[src/hw/rtl/motor_command_stepper_sequencer_assert.svh]
// ----------------------------------------------------------------------------
// Motor command stepper sequencer assertion macros
// Shared concurrent assertion forms, clocked on clk and disabled in reset.
// ----------------------------------------------------------------------------
`ifndef MOTOR_COMMAND_STEPPER_SEQUENCER_ASSERT_SVH
`define MOTOR_COMMAND_STEPPER_SEQUENCER_ASSERT_SVH

// Same-cycle implication.
`define MCSS_ASSERT_IMP(label, ante, cons) \
	label: assert property (@(posedge clk) disable iff (!arst_n) (ante) |-> (cons)) \
		else $error("mcss: same-cycle check failed");

// Next-cycle implication.
`define MCSS_ASSERT_NEXT(label, ante, cons) \
	label: assert property (@(posedge clk) disable iff (!arst_n) (ante) |=> (cons)) \
		else $error("mcss: next-cycle check failed");

`endif

[src/hw/rtl/mcss_pkg.sv]
// ----------------------------------------------------------------------------
// Motor command stepper sequencer package
// Operation format passed from the parser to the executor, and shared widths.
// ----------------------------------------------------------------------------
`default_nettype none

package mcss_pkg;

	localparam int BYTE_W     = 8;
	localparam int DATA_W     = 16;
	localparam int OUT_TDATA_W = 40;  // 38 field bits padded to whole bytes

	localparam int QUEUE_DEPTH = 2;
	localparam int QPTR_W      = $clog2(QUEUE_DEPTH);
	localparam int QCNT_W      = $clog2(QUEUE_DEPTH + 1);

	// What the executor has to do with one transaction.
	typedef enum logic [1:0] {
		OP_NOP,   // byte that did not finish a packet
		OP_EXEC,  // escape byte: run the held command
		OP_TICK   // step timer tick
	} op_kind_t;

	typedef struct packed {
		op_kind_t          kind;
		logic [BYTE_W-1:0] cmd;
		logic [DATA_W-1:0] data;
	} op_t;

endpackage

`default_nettype wire

[src/hw/rtl/motor_command_stepper_sequencer.sv]
// ----------------------------------------------------------------------------
// Motor command stepper sequencer
// Serial packet parser, DC bridge control and half-step stepper sequencer.
// ----------------------------------------------------------------------------
// Each input transaction is a received serial byte (s_tuser[0] = 0) or a step
// timer tick (s_tuser[0] = 1) and yields exactly one output transaction that
// shows the coil, bridge, duty and interval levels after that item; m_tlast
// marks the escape byte that completed and executed a five-byte packet
// (0xFF start, command, data high, data low, escape). Throughput is one
// transaction per clock while m_tready stays high: the parser writes one
// operation per cycle into a two-entry queue and the executor retires one
// per cycle into the output register. An accepted item is written into the
// queue first and then moved by the executor into the output register.
// s_tready drops only when the queue holds two operations, which happens once
// m_tready has been low long enough to back the output register up. After
// reset the stepper is stopped, both bridge inputs are low, the duty is 32767
// and the step interval is 19999.
// ----------------------------------------------------------------------------
`default_nettype none

module motor_command_stepper_sequencer (
	input  wire logic                              clk,
	input  wire logic                              arst_n,
	// input stream
	input  wire logic                              s_tvalid,
	output logic                                   s_tready,
	input  wire logic [7:0]                        s_tdata,   // [7:0] rx_byte
	input  wire logic [0:0]                        s_tuser,   // [0] mode (1 = tick)
	// result stream
	output logic                                   m_tvalid,
	input  wire logic                              m_tready,
	// [0] coil_a1, [1] coil_a2, [2] coil_b1, [3] coil_b2, [4] dc_in1,
	// [5] dc_in2, [21:6] dc_duty, [37:22] step_interval, [39:38] zero
	output logic [mcss_pkg::OUT_TDATA_W-1:0]       m_tdata,
	output logic                                   m_tlast    // packet_done
);
	import mcss_pkg::*;

	logic q_full;
	logic push;
	op_t  push_op;
	logic pop;
	logic head_valid;
	op_t  head_op;

	// Parse bytes and classify each transaction.
	mcss_front u_front (
		.clk      (clk),
		.arst_n   (arst_n),
		.s_tvalid (s_tvalid),
		.s_tready (s_tready),
		.s_tdata  (s_tdata),
		.s_tuser  (s_tuser),
		.q_full   (q_full),
		.push     (push),
		.push_op  (push_op)
	);

	// Decouple the parser from output stalls.
	mcss_queue u_queue (
		.clk        (clk),
		.arst_n     (arst_n),
		.push       (push),
		.push_op    (push_op),
		.full       (q_full),
		.pop        (pop),
		.head_valid (head_valid),
		.head_op    (head_op)
	);

	// Execute operations on the motor state and present the result.
	mcss_back u_back (
		.clk        (clk),
		.arst_n     (arst_n),
		.head_valid (head_valid),
		.head_op    (head_op),
		.pop        (pop),
		.m_tvalid   (m_tvalid),
		.m_tready   (m_tready),
		.m_tdata    (m_tdata),
		.m_tlast    (m_tlast)
	);

endmodule

`default_nettype wire

[src/hw/rtl/mcss_front.sv]
// ----------------------------------------------------------------------------
// Motor command stepper sequencer front end
// Accepts bytes and ticks, parses five-byte packets and emits one operation
// per transaction into the queue.
// ----------------------------------------------------------------------------
`default_nettype none

module mcss_front (
	input  wire logic                      clk,
	input  wire logic                      arst_n,
	input  wire logic                      s_tvalid,
	output logic                           s_tready,
	input  wire logic [7:0]                s_tdata,   // [7:0] rx_byte
	input  wire logic [0:0]                s_tuser,   // [0] mode
	input  wire logic                      q_full,
	output logic                           push,
	output mcss_pkg::op_t                  push_op
);
	import mcss_pkg::*;

	`include "motor_command_stepper_sequencer_assert.svh"

	localparam logic [2:0] PH_IDLE = 3'd0;
	localparam logic [2:0] PH_CMD  = 3'd1;
	localparam logic [2:0] PH_HIGH = 3'd2;
	localparam logic [2:0] PH_LOW  = 3'd3;
	localparam logic [2:0] PH_ESC  = 3'd4;

	localparam logic [BYTE_W-1:0] START_BYTE = 8'hFF;
	localparam logic [BYTE_W-1:0] ESC_LOW    = 8'h02;
	localparam logic [BYTE_W-1:0] ESC_HIGH   = 8'h04;
	localparam logic [BYTE_W-1:0] ESC_BOTH   = 8'h06;

	logic [2:0]        parse_phase_q, parse_phase_d;
	logic [BYTE_W-1:0] cmd_q, high_q, low_q;
	logic [BYTE_W-1:0] high_d, low_d, cmd_d;
	logic              s_accept;
	logic              mode;
	logic [BYTE_W-1:0] rx_byte;

	assign s_tready = !q_full;
	assign s_accept = s_tvalid && s_tready;
	assign mode     = s_tuser[0];
	assign rx_byte  = s_tdata;
	assign push     = s_accept;

	always_comb begin
		parse_phase_d = parse_phase_q;
		cmd_d         = cmd_q;
		high_d        = high_q;
		low_d         = low_q;
		push_op.kind  = OP_NOP;
		push_op.cmd   = cmd_q;
		push_op.data  = {high_q, low_q};
		if (mode) begin
			push_op.kind = OP_TICK;
		end else begin
			unique case (parse_phase_q)
				PH_CMD: begin
					cmd_d         = rx_byte;
					parse_phase_d = PH_HIGH;
				end
				PH_HIGH: begin
					high_d        = rx_byte;
					parse_phase_d = PH_LOW;
				end
				PH_LOW: begin
					low_d         = rx_byte;
					parse_phase_d = PH_ESC;
				end
				PH_ESC: begin
					// apply the escape before forming the data word
					if (rx_byte == ESC_LOW || rx_byte == ESC_BOTH) begin
						low_d = 8'hFF;
					end
					if (rx_byte == ESC_HIGH || rx_byte == ESC_BOTH) begin
						high_d = 8'hFF;
					end
					parse_phase_d = PH_IDLE;
					push_op.kind  = OP_EXEC;
					push_op.data  = {high_d, low_d};
				end
				default: begin
					// waiting for start; stray phase codes behave the same
					parse_phase_d = (rx_byte == START_BYTE) ? PH_CMD : PH_IDLE;
				end
			endcase
		end
	end

	always_ff @(posedge clk or negedge arst_n) begin
		if (!arst_n) begin
			parse_phase_q <= PH_IDLE;
			cmd_q         <= '0;
			high_q        <= '0;
			low_q         <= '0;
		end else if (s_accept) begin
			parse_phase_q <= parse_phase_d;
			cmd_q         <= cmd_d;
			high_q        <= high_d;
			low_q         <= low_d;
		end
	end

	`MCSS_ASSERT_IMP(a_exec_only_at_escape, push && (push_op.kind == OP_EXEC), parse_phase_q == PH_ESC)
	`MCSS_ASSERT_NEXT(a_escape_returns_idle, s_accept && !mode && (parse_phase_q == PH_ESC), parse_phase_q == PH_IDLE)

endmodule

`default_nettype wire

[src/hw/rtl/mcss_queue.sv]
// ----------------------------------------------------------------------------
// Motor command stepper sequencer operation queue
// Short FIFO between parser and executor so each side stalls on its own.
// ----------------------------------------------------------------------------
`default_nettype none

module mcss_queue (
	input  wire logic          clk,
	input  wire logic          arst_n,
	input  wire logic          push,
	input  mcss_pkg::op_t      push_op,
	output logic               full,
	input  wire logic          pop,
	output logic               head_valid,
	output mcss_pkg::op_t      head_op
);
	import mcss_pkg::*;

	`include "motor_command_stepper_sequencer_assert.svh"

	op_t               entry_q [QUEUE_DEPTH];
	logic [QPTR_W-1:0] wr_ptr_q, rd_ptr_q;
	logic [QCNT_W-1:0] count_q;

	function automatic logic [QPTR_W-1:0] ptr_next(input logic [QPTR_W-1:0] p);
		ptr_next = (p == QPTR_W'(QUEUE_DEPTH - 1)) ? '0 : p + 1'b1;
	endfunction

	assign full       = (count_q == QCNT_W'(QUEUE_DEPTH));
	assign head_valid = (count_q != '0);
	assign head_op    = entry_q[rd_ptr_q];

	always_ff @(posedge clk) begin
		if (push) begin
			entry_q[wr_ptr_q] <= push_op;
		end
	end

	always_ff @(posedge clk or negedge arst_n) begin
		if (!arst_n) begin
			wr_ptr_q <= '0;
			rd_ptr_q <= '0;
			count_q  <= '0;
		end else begin
			if (push) begin
				wr_ptr_q <= ptr_next(wr_ptr_q);
			end
			if (pop) begin
				rd_ptr_q <= ptr_next(rd_ptr_q);
			end
			unique case ({push, pop})
				2'b10:   count_q <= count_q + 1'b1;
				2'b01:   count_q <= count_q - 1'b1;
				default: count_q <= count_q;
			endcase
		end
	end

	`MCSS_ASSERT_IMP(a_no_push_when_full, push, !full)
	`MCSS_ASSERT_IMP(a_no_pop_when_empty, pop, head_valid)

endmodule

`default_nettype wire

[src/hw/rtl/mcss_back.sv]
// ----------------------------------------------------------------------------
// Motor command stepper sequencer back end
// Executes queued operations on the motor state and holds the result register.
// ----------------------------------------------------------------------------
`default_nettype none

module mcss_back (
	input  wire logic                            clk,
	input  wire logic                            arst_n,
	input  wire logic                            head_valid,
	input  mcss_pkg::op_t                        head_op,
	output logic                                 pop,
	output logic                                 m_tvalid,
	input  wire logic                            m_tready,
	output logic [mcss_pkg::OUT_TDATA_W-1:0]     m_tdata,
	output logic                                 m_tlast
);
	import mcss_pkg::*;

	`include "motor_command_stepper_sequencer_assert.svh"

	localparam logic [2:0] SM_STOP      = 3'd0;
	localparam logic [2:0] SM_CONT_FWD  = 3'd2;
	localparam logic [2:0] SM_CONT_BACK = 3'd3;
	localparam logic [2:0] SM_HOLD      = 3'd6;

	localparam logic [BYTE_W-1:0] CMD_DC_STOP   = 8'h00;
	localparam logic [BYTE_W-1:0] CMD_DC_FWD    = 8'h01;
	localparam logic [BYTE_W-1:0] CMD_DC_REV    = 8'h02;
	localparam logic [BYTE_W-1:0] CMD_STEP_STOP = 8'h03;
	localparam logic [BYTE_W-1:0] CMD_STEP_FWD  = 8'h04;
	localparam logic [BYTE_W-1:0] CMD_STEP_BACK = 8'h05;
	localparam logic [BYTE_W-1:0] CMD_RUN_FWD   = 8'h06;
	localparam logic [BYTE_W-1:0] CMD_RUN_BACK  = 8'h07;
	localparam logic [BYTE_W-1:0] CMD_HOLD      = 8'h08;

	localparam logic [DATA_W-1:0] DUTY_RESET     = 16'd32767;
	localparam logic [DATA_W-1:0] INTERVAL_RESET = 16'd19999;

	// Half-step table, coils as {b2, b1, a2, a1}.
	function automatic logic [3:0] coil_pattern(input logic [2:0] p);
		logic [3:0] c;
		unique case (p)
			3'd0:    c = 4'b0001;
			3'd1:    c = 4'b0011;
			3'd2:    c = 4'b0010;
			3'd3:    c = 4'b0110;
			3'd4:    c = 4'b0100;
			3'd5:    c = 4'b1100;
			3'd6:    c = 4'b1000;
			default: c = 4'b1001;
		endcase
		coil_pattern = c;
	endfunction

	logic [2:0]        mode_q, mode_d;
	logic [2:0]        phase_q, phase_d;
	logic [3:0]        coil_q, coil_d;
	logic [1:0]        dc_q, dc_d;
	logic [DATA_W-1:0] duty_q, duty_d;
	logic [DATA_W-1:0] interval_q, interval_d;
	logic              tvalid_q, tlast_q;
	logic [OUT_TDATA_W-1:0] tdata_q;

	assign pop      = head_valid && (!tvalid_q || m_tready);
	assign m_tvalid = tvalid_q;
	assign m_tdata  = tdata_q;
	assign m_tlast  = tlast_q;

	always_comb begin
		mode_d     = mode_q;
		phase_d    = phase_q;
		coil_d     = coil_q;
		dc_d       = dc_q;
		duty_d     = duty_q;
		interval_d = interval_q;
		unique case (head_op.kind)
			OP_TICK: begin
				unique case (mode_q)
					SM_STOP: coil_d = 4'b0000;
					SM_CONT_FWD: begin
						phase_d = phase_q + 3'd1;
						coil_d  = coil_pattern(phase_d);
					end
					SM_CONT_BACK: begin
						phase_d = phase_q - 3'd1;
						coil_d  = coil_pattern(phase_d);
					end
					SM_HOLD: coil_d = coil_pattern(phase_q);
					default: coil_d = coil_q;  // unused modes: no change
				endcase
			end
			OP_EXEC: begin
				unique case (head_op.cmd)
					CMD_DC_STOP: dc_d = 2'b00;
					CMD_DC_FWD: begin
						duty_d = head_op.data;
						dc_d   = 2'b01;
					end
					CMD_DC_REV: begin
						duty_d = head_op.data;
						dc_d   = 2'b10;
					end
					CMD_STEP_STOP: begin
						mode_d = SM_STOP;
						coil_d = 4'b0000;
					end
					CMD_STEP_FWD: begin
						mode_d  = SM_HOLD;
						phase_d = phase_q + 3'd1;
						coil_d  = coil_pattern(phase_d);
					end
					CMD_STEP_BACK: begin
						mode_d  = SM_HOLD;
						phase_d = phase_q - 3'd1;
						coil_d  = coil_pattern(phase_d);
					end
					CMD_RUN_FWD: begin
						interval_d = head_op.data;
						mode_d     = SM_CONT_FWD;
					end
					CMD_RUN_BACK: begin
						interval_d = head_op.data;
						mode_d     = SM_CONT_BACK;
					end
					CMD_HOLD: mode_d = SM_HOLD;
					default:  mode_d = mode_q;  // unknown command: ignore
				endcase
			end
			default: mode_d = mode_q;
		endcase
	end

	always_ff @(posedge clk or negedge arst_n) begin
		if (!arst_n) begin
			mode_q     <= SM_STOP;
			phase_q    <= '0;
			coil_q     <= '0;
			dc_q       <= '0;
			duty_q     <= DUTY_RESET;
			interval_q <= INTERVAL_RESET;
			tvalid_q   <= 1'b0;
		end else begin
			if (pop) begin
				mode_q     <= mode_d;
				phase_q    <= phase_d;
				coil_q     <= coil_d;
				dc_q       <= dc_d;
				duty_q     <= duty_d;
				interval_q <= interval_d;
				tvalid_q   <= 1'b1;
			end else if (m_tready) begin
				tvalid_q <= 1'b0;
			end
		end
	end

	always_ff @(posedge clk) begin
		if (pop) begin
			tdata_q <= {2'b00, interval_d, duty_d, dc_d, coil_d};
			tlast_q <= (head_op.kind == OP_EXEC);
		end
	end

	`MCSS_ASSERT_NEXT(a_stop_tick_clears, pop && (head_op.kind == OP_TICK) && (mode_q == SM_STOP), tdata_q[3:0] == 4'b0000)

endmodule

`default_nettype wire

[config.mk]
export PLATFORM = sky130hd
export DESIGN_NAME = motor_command_stepper_sequencer
export DESIGN_NICKNAME = d
export VERILOG_FILES = /design/src/hw/rtl/mcss_pkg.sv /design/src/hw/rtl/motor_command_stepper_sequencer.sv /design/src/hw/rtl/mcss_front.sv /design/src/hw/rtl/mcss_queue.sv /design/src/hw/rtl/mcss_back.sv
export VERILOG_INCLUDE_DIRS = /design/src /design/src/hw/rtl
export SDC_FILE = /design/constraint.sdc
export NUM_CORES = 1
export LEC_CHECK = 0
export ABC_AREA = 1
export BUFFER_PORTS_ARGS = -buffer_cell sky130_fd_sc_hd__buf_2
export CAP_MARGIN = 20
export CORE_MARGIN = 4
export CORE_UTILIZATION = 35
export CTS_CLUSTER_SIZE = 8
export DETAILED_ROUTE_END_ITERATION = 8
export HOLD_SLACK_MARGIN = 0.03
export PLACE_DENSITY_LB_ADDON = 0.25
export REMOVE_ABC_BUFFERS = 1
export SLEW_MARGIN = 20
export SYNTH_ARGS = -nofsm -noshare
export SYNTH_HDL_FRONTEND = slang
export SYNTH_SLANG_ARGS = --single-unit
[constraint.sdc]
create_clock -name clk -period 6 [get_ports clk]
set_clock_uncertainty 0.15 [all_clocks]
set_input_delay 0.6 -clock clk [delete_from_list [all_inputs] [get_ports clk]]
set_output_delay 0.6 -clock clk [all_outputs]
set_load 0.05 [all_outputs]
Yosys cells after proc, flatten, opt, wreduce, memory -nomap -nowiden
Memories as Yosys holds them, arrays and structs flattened. Cells that the tools add are included.

Register bits: 115. Memory bits (writable): 52. Input port bits: 13. Output and inout port bits: 43. Memories: 1.

$add $sub $neg: 6. Eq/ne operators: 44. Muxes and demuxes: 33. Bitwise gates (word level): 1. Reduce and logical (&&, ||, !) cells: 28.

Memory list: u_queue.entry_q (words 2, bits a word 26, rd ports 1, clocked after memory_dff 0, wr ports 1, RTL line mcss_queue.sv:21) `op_t entry_q [QUEUE_DEPTH];`.

Operators with widths (count): 16-bit 2-to-1 mux (6); 4-bit case mux with 7 select lines (3); 8-bit by 3-bit equality test with 1-bit output (second input constant) (6); 3-bit equality test (second input constant) (11); 8-bit case mux with 2 select lines (2); 3-bit by 2-bit equality test with 1-bit output (second input constant) (10); 8-bit by 2-bit equality test with 1-bit output (second input constant) (3); 3-bit case mux with 4 select lines (2); 3-bit case mux with 2 select lines (3); 8-bit 2-to-1 mux (2); 4-bit case mux with 4 select lines (1); 3-bit by 1-bit equality test with 1-bit output (second input constant) (4); 3-bit zero test (4); 4-bit case mux with 3 select lines (1); 3-bit AND reduction (4); 2-bit nonzero test (6); 8-bit by 1-bit equality test with 1-bit output (second input constant) (1); 8-bit by 4-bit equality test with 1-bit output (second input constant) (1); 8-bit equality test (second input constant) (1); 8-bit zero test (1); 1-bit 2-to-1 mux (8); 4-bit case mux with 2 select lines (1); 2-bit equality test (second input constant) (3); 3-bit inequality test (second input constant) (2); 18 further kinds (26).

Depth between registers and ports, before layout
Depth in word-level cells: 5. Gate-level depth with buffers: 14.

Modules after synthesis
From an unflattened synthesis, not the netlist that was laid out.

Cells, all modules: 915. Area, all modules: 8244.2 um^2.

By module, submodules not included: mcss_back (times used 1, cells an instance 529, area an instance 4400.5 um^2); mcss_queue (times used 1, cells an instance 160, area an instance 2247.2 um^2); mcss_front (times used 1, cells an instance 226, area an instance 1596.5 um^2).

Worst setup path before layout
Ideal clock, no wire load.

Kind: register -> register. Start: reg u_back.tvalid_q, in the netlist u_back.m_tvalid. End: reg u_queue.count_q[1]. Arrival: 3.074 ns. Data required time: 5.726 ns. Path slack: 2.651 ns. Cell stages (with the launch flop): 9. Buffers on the path: 1. Clock period less this slack: 3.349 ns. Cell sequence: dfrtp_1 -> nand2_1 -> o21ai_0 -> inv_1 -> clkbuf_1 -> ha_1 -> a21oi_1 -> o21ai_0 -> xnor2_1.

Longest elaborated chain between the ends: 5. Elaborated cells on any way between the ends: 7.

RTL lines: start, declared (RTL line mcss_back.sv:62) `logic tvalid_q, tlast_q;`; start signal, assigned (RTL line mcss_back.sv:142) `tvalid_q <= 1'b0;`; start signal, assigned (RTL line mcss_back.sv:151) `tvalid_q <= 1'b1;`; start signal, assigned (RTL line mcss_back.sv:153) `tvalid_q <= 1'b0;`; 1-bit zero test (*) (RTL line mcss_back.sv:65) `assign pop = head_valid && (!tvalid_q || m_tready);`; 1-bit logical OR (*) (RTL line mcss_back.sv:65); 1-bit logical AND (*) (RTL line mcss_back.sv:65); named net pop (RTL line motor_command_stepper_sequencer.sv:42) `logic pop;`; 2-bit by 1-bit equality test with 1-bit output / 2-bit equality test (equally long branches) (RTL line mcss_queue.sv:51) `unique case ({push, pop})`; 2-bit case mux with 2 select lines / 2-bit nonzero test (equally long branches); end signal, assigned (RTL line mcss_queue.sv:52) `2'b10: count_q <= count_q + 1'b1;`; end signal, assigned (RTL line mcss_queue.sv:53) `2'b01: count_q <= count_q - 1'b1;`; end signal, assigned (RTL line mcss_queue.sv:54) `default: count_q <= count_q;`; end, declared (RTL line mcss_queue.sv:23) `logic [QCNT_W-1:0] count_q;`.

Mark *: on every way through the listed nets, which the timed path passes. The rest lies on a longest branch. A chain may end at the register's enable or synchronous reset.

Worst setup path after layout
Start: reg u_queue.rd_ptr_q. End: reg u_back.tdata_q[16], in the netlist u_back.m_tdata[16], data pin.

Longest elaborated chain between the ends: 5. Elaborated cells on any way between the ends: 7.

RTL lines: start, declared (RTL line mcss_queue.sv:22) `logic [QPTR_W-1:0] wr_ptr_q, rd_ptr_q;`; start signal, assigned (RTL line mcss_queue.sv:49) `rd_ptr_q <= ptr_next(rd_ptr_q);`; memory 2 x 26 bit (*); 8-bit by 1-bit equality test with 1-bit output / 8-bit by 2-bit equality test with 1-bit output (equally long branches) (RTL line mcss_back.sv:94) `unique case (head_op.cmd)`; 2-bit OR reduction (no source line); 16-bit 2-to-1 mux (RTL line mcss_back.sv:94); 16-bit 2-to-1 mux (*) (RTL line mcss_back.sv:77) `unique case (head_op.kind)`; named net u_back.duty_d[10] (RTL line mcss_back.sv:60) `logic [DATA_W-1:0] duty_q, duty_d;`; end signal, assigned (RTL line mcss_back.sv:160) `tdata_q <= {2'b00, interval_d, duty_d, dc_d, coil_d};`; end, declared (RTL line mcss_back.sv:63) `logic [OUT_TDATA_W-1:0] tdata_q;`.

Marked as above.

==> metrics.md <==
| Metric | Value |
|---|---|
| Worst Tran Pin Value | `approximately 840 ps` |
| Number of synthesized register bits | `167` |
| DRC viols | `0` |
| Cts bufs inserted | `17` |
| Fin area | `0.008935 mm^2` |
| Starting DRC count in detailed routing | `351` |
| Setup-failing EPs final | `0` |
| Vias | `~5,300` |
| Core area | `0.02189 mm^2` |
| Starting Density | `0.3569` |
| Antenna-violating nets left | `0` |
| Final Hold Violating Endpoints | `0` |
| Clock Path Buffers | `2` |
| Slew HR | `0.4397` |
| Vias in the first global route | `between 5,000 and 6,000` |
| Die Wd | `roughly 160 um` |
| Req. time, crit path | `6030 ps` |
| Aggregate global-route resource usage | `0.1321` |
| Clock latency on the worst-skew pair | `around 430 ps` |
| Clk sinks | `167` |
| Area grow syn2layout | `14.37%` |
| Max H-tree Level | `4` |
| Syn avg cell area | `9.551 um^2` |
| I/O Buffers | `between 50 and 60` |
| Final slew viol count | `0` |
| CTS tree | `yes` |
| First-pass DRT Iterations | `5` |
| Crit share post-route | `0.5214` |
| FMAX | `~320 MHz` |
| Sequential area share after synthesis | `0.5971` |
| Layout cells sized above 1 | `0.1961` |
| Finished Layout Cells | `around 1,200` |
| Post-cts sizing count | `0` |
| VDD IR max | `around 0.00021 V` |
| Kind of critical path | `flip-flop to flip-flop` |
| Reg area | `about 0.0047 mm^2` |
| CTS Root Cell | `clkbuf_16` |
| Cells after DPL | `~1,100` |
| Yosys synthesis warning count | `0` |
| Cell Rows | `54` |
| IO Pins | `56` |
| Die area | `between 0.02 and 0.025 mm^2` |
| Power Density | `555.9 mW/mm^2` |
| Critical Path AT | `3160 ps` |
| Total congestion overflow | `0` |
| Synth Area in Compound Gates | `0.1062` |
| HP Class | `primary input to asynchronous set/reset pin` |
| Die H | `~160 um` |
| Critical Path Source Type | `flip-flop` |
| Largest net degree at the start of global routing | `a little under 80` |
| LEAKAGE | `between 4 and 5 nW` |
| Antenna violations before repair | `0` |
| Syn Inst Count | `between 800 and 900` |
| Max Cap Viol | `0` |
| Status | `finished, final reports clean` |
| Routability congestion estimate | `roughly 0.80` |
| Netlist cell types | `40` |
| Area of the multi-input gates | `about 0.0026 mm^2` |
| Setup crit end kind | `flip-flop` |
| Via density | `4.547` |
| CTS Hold Buffers Added | `0` |
| Max FO, Critical Path | `32` |
| Synth Area in Adders | `0.02082` |
| DPL Wire Length | `10.28 mm` |
| Post-Synth XOR/XNOR Area | `0.005605` |
| Diode count | `0` |
| Placed Instance Area | `roughly 0.0083 mm^2` |
| Crit path time final | `3128 ps` |
| Setup Fix Bufs, Post-CTS | `0` |
| Main combinational cell family by area after synthesis | `simple AND/OR/NAND/NOR gates` |
| Fill count | `between 2,000 and 2,500` |
| Unrepaired setup endpoints after global routing | `false` |
| Simple-gate area share of the yosys netlist | `0.1914` |
| First-pass GRT wire length | `25.99 mm` |
| Worst-path clk slew | `~70 ps` |
| Cell Area, Synth | `just under 0.008 mm^2` |
| Post-DR wirelength/cell | `roughly 13 um` |
| DRT Wirelength | `roughly 15 mm` |
| Mux cell area share after synthesis | `0` |
| Post-layout net count | `~900` |
==> cell usage in the layout (no fill, tap or decap), drive strengths merged, types with 3 or more instances in the layout <==
| cell type | count |
|---|---|
| nand2 | 216 |
| inv | 124 |
| o21ai | 122 |
| edfxtp | 91 |
| buf | 56 |
| nor2 | 55 |
| dfrtp | 52 |
| nand3 | 36 |
| dfstp | 24 |
| a21oi | 21 |
| clkbuf | 20 |
| or2 | 18 |
| ha | 13 |
| nand4 | 8 |
| clkinv | 5 |
| a21boi | 3 |
| xnor2 | 3 |
==> critical path, stage by stage, from the launching register on <==
cell and delay, ps:
dfrtp_1 320, buf_4 300, inv_6 140, or2_2 290, o21ai_0 100, ha_1 510
nand2_1 170, nor2_4 160, nand2_2 340, o21ai_1 310, inv_1 60
==> cells in the mapped netlist (all sizes together) <==
master | count | area [um^2]
xor2 | 2 | 17.52
nor2 | 55 | 256.5
or2 | 18 | 112.6
xnor2 | 3 | 26.28
buf | 16 | 123.9
nor3 | 2 | 21.27
nand3b | 1 | 7.510
ha | 13 | 162.7
o211ai | 1 | 12.51
o21a | 1 | 7.510
o32ai | 1 | 8.760
nand3 | 36 | 202.7
dfstp | 24 | 630.6
a21oi | 21 | 108.9
edfxtp | 91 | 2733
nor4 | 1 | 6.260
inv | 120 | 455.4
dfrtp | 52 | 1301
o22ai | 1 | 6.260
clkbuf | 9 | 33.78
o21ai | 122 | 663.1
conb | 1 | 3.750
nand4 | 8 | 50.05
nand2 | 216 | 838.3
a21boi | 3 | 22.52
==> cell families (layout without fill, tap and decap cells) <==
logic type	after synthesis	after routing
AO/OA/AOI/OAI	150	150
buffers and inverters	145	208
adder cells (fa/ha/maj)	13	13
XOR/XNOR	5	5
flip-flops	167	167
AND/OR/NAND/NOR	337	337
other	1	2
==> registers in the layout (all words and copies together), names as in the netlist, 2 cells and up <==
signal                 cells
u_back.coil_q              4
u_back.dc_q                2
u_back.duty_q             16
u_back.interval_q         16
u_back.m_tdata            38
u_back.mode_q              3
u_back.phase_q             3
u_front.cmd_q              8
u_front.high_q             8
u_front.low_q              8
u_front.parse_phase_q      3
u_queue.count_q            2
u_queue.entry_q           52
==> path summary, 6_finish.rpt <==
check	startpoint	end	slack (ps)	cells after the start
setup reg to reg	u_queue.rd_ptr_q	u_back.m_tdata[16]	2870	10
max in group asynchronous	arst_n	u_back.interval_q[6]	5130	1
setup / recovery	u_queue.rd_ptr_q	u_back.m_tdata[16]	2870	10
min in group clk	s_tvalid	u_queue.wr_ptr_q	300	3
hold reg to reg	u_front.cmd_q[5]	u_queue.entry_q[1][21]	320	0
hold / removal	arst_n	u_back.m_tvalid	70	1
==> cell type report <==
cell class              count  area share
multi-input cells         507      0.2871
clock buffers              20     0.05237
well taps                 280     0.03921
flip-flops and latches    167      0.5221
clock inverters            12     0.01540
repair buffers             56     0.03291
inverters                 120     0.05097
==> power by group <==
group / switching [mW] / leakage (nW) / internal [mW]
clock: 0.480 / 0.292 / 0.622
sequential: 0.153 / 1.78 / 1.75
combinational: 1.47 / 1.96 / 0.497
total: 2.10 / 4.02 / 2.87
==> stage by stage <==
stage	setup WS (ps)	hold WS, ps	power (mW)	util	setup TNS [ps]
floorplan	-779.5	154.4	3.399	-	-11440
global placement	2924	301.5	3.893	0.3803	0
detailed placement	2857	306.4	3.913	0.3803	0
CTS	2846	238.4	5.029	0.4080	0
global route	2555	122.9	5.332	0.4082	0
finish	2872	73.47	4.967	0.4082	0
==> metal layers <==
layer,track usage,wire [um],vias up
met5,0,0,-
met4,0.04793,219,0
met3,0.02585,644,16
met2,0.1970,6697,107
met1,0.1918,7912,2398
li1,-,-,2763
No activity file was read; power rests on OpenSTA's default activity.
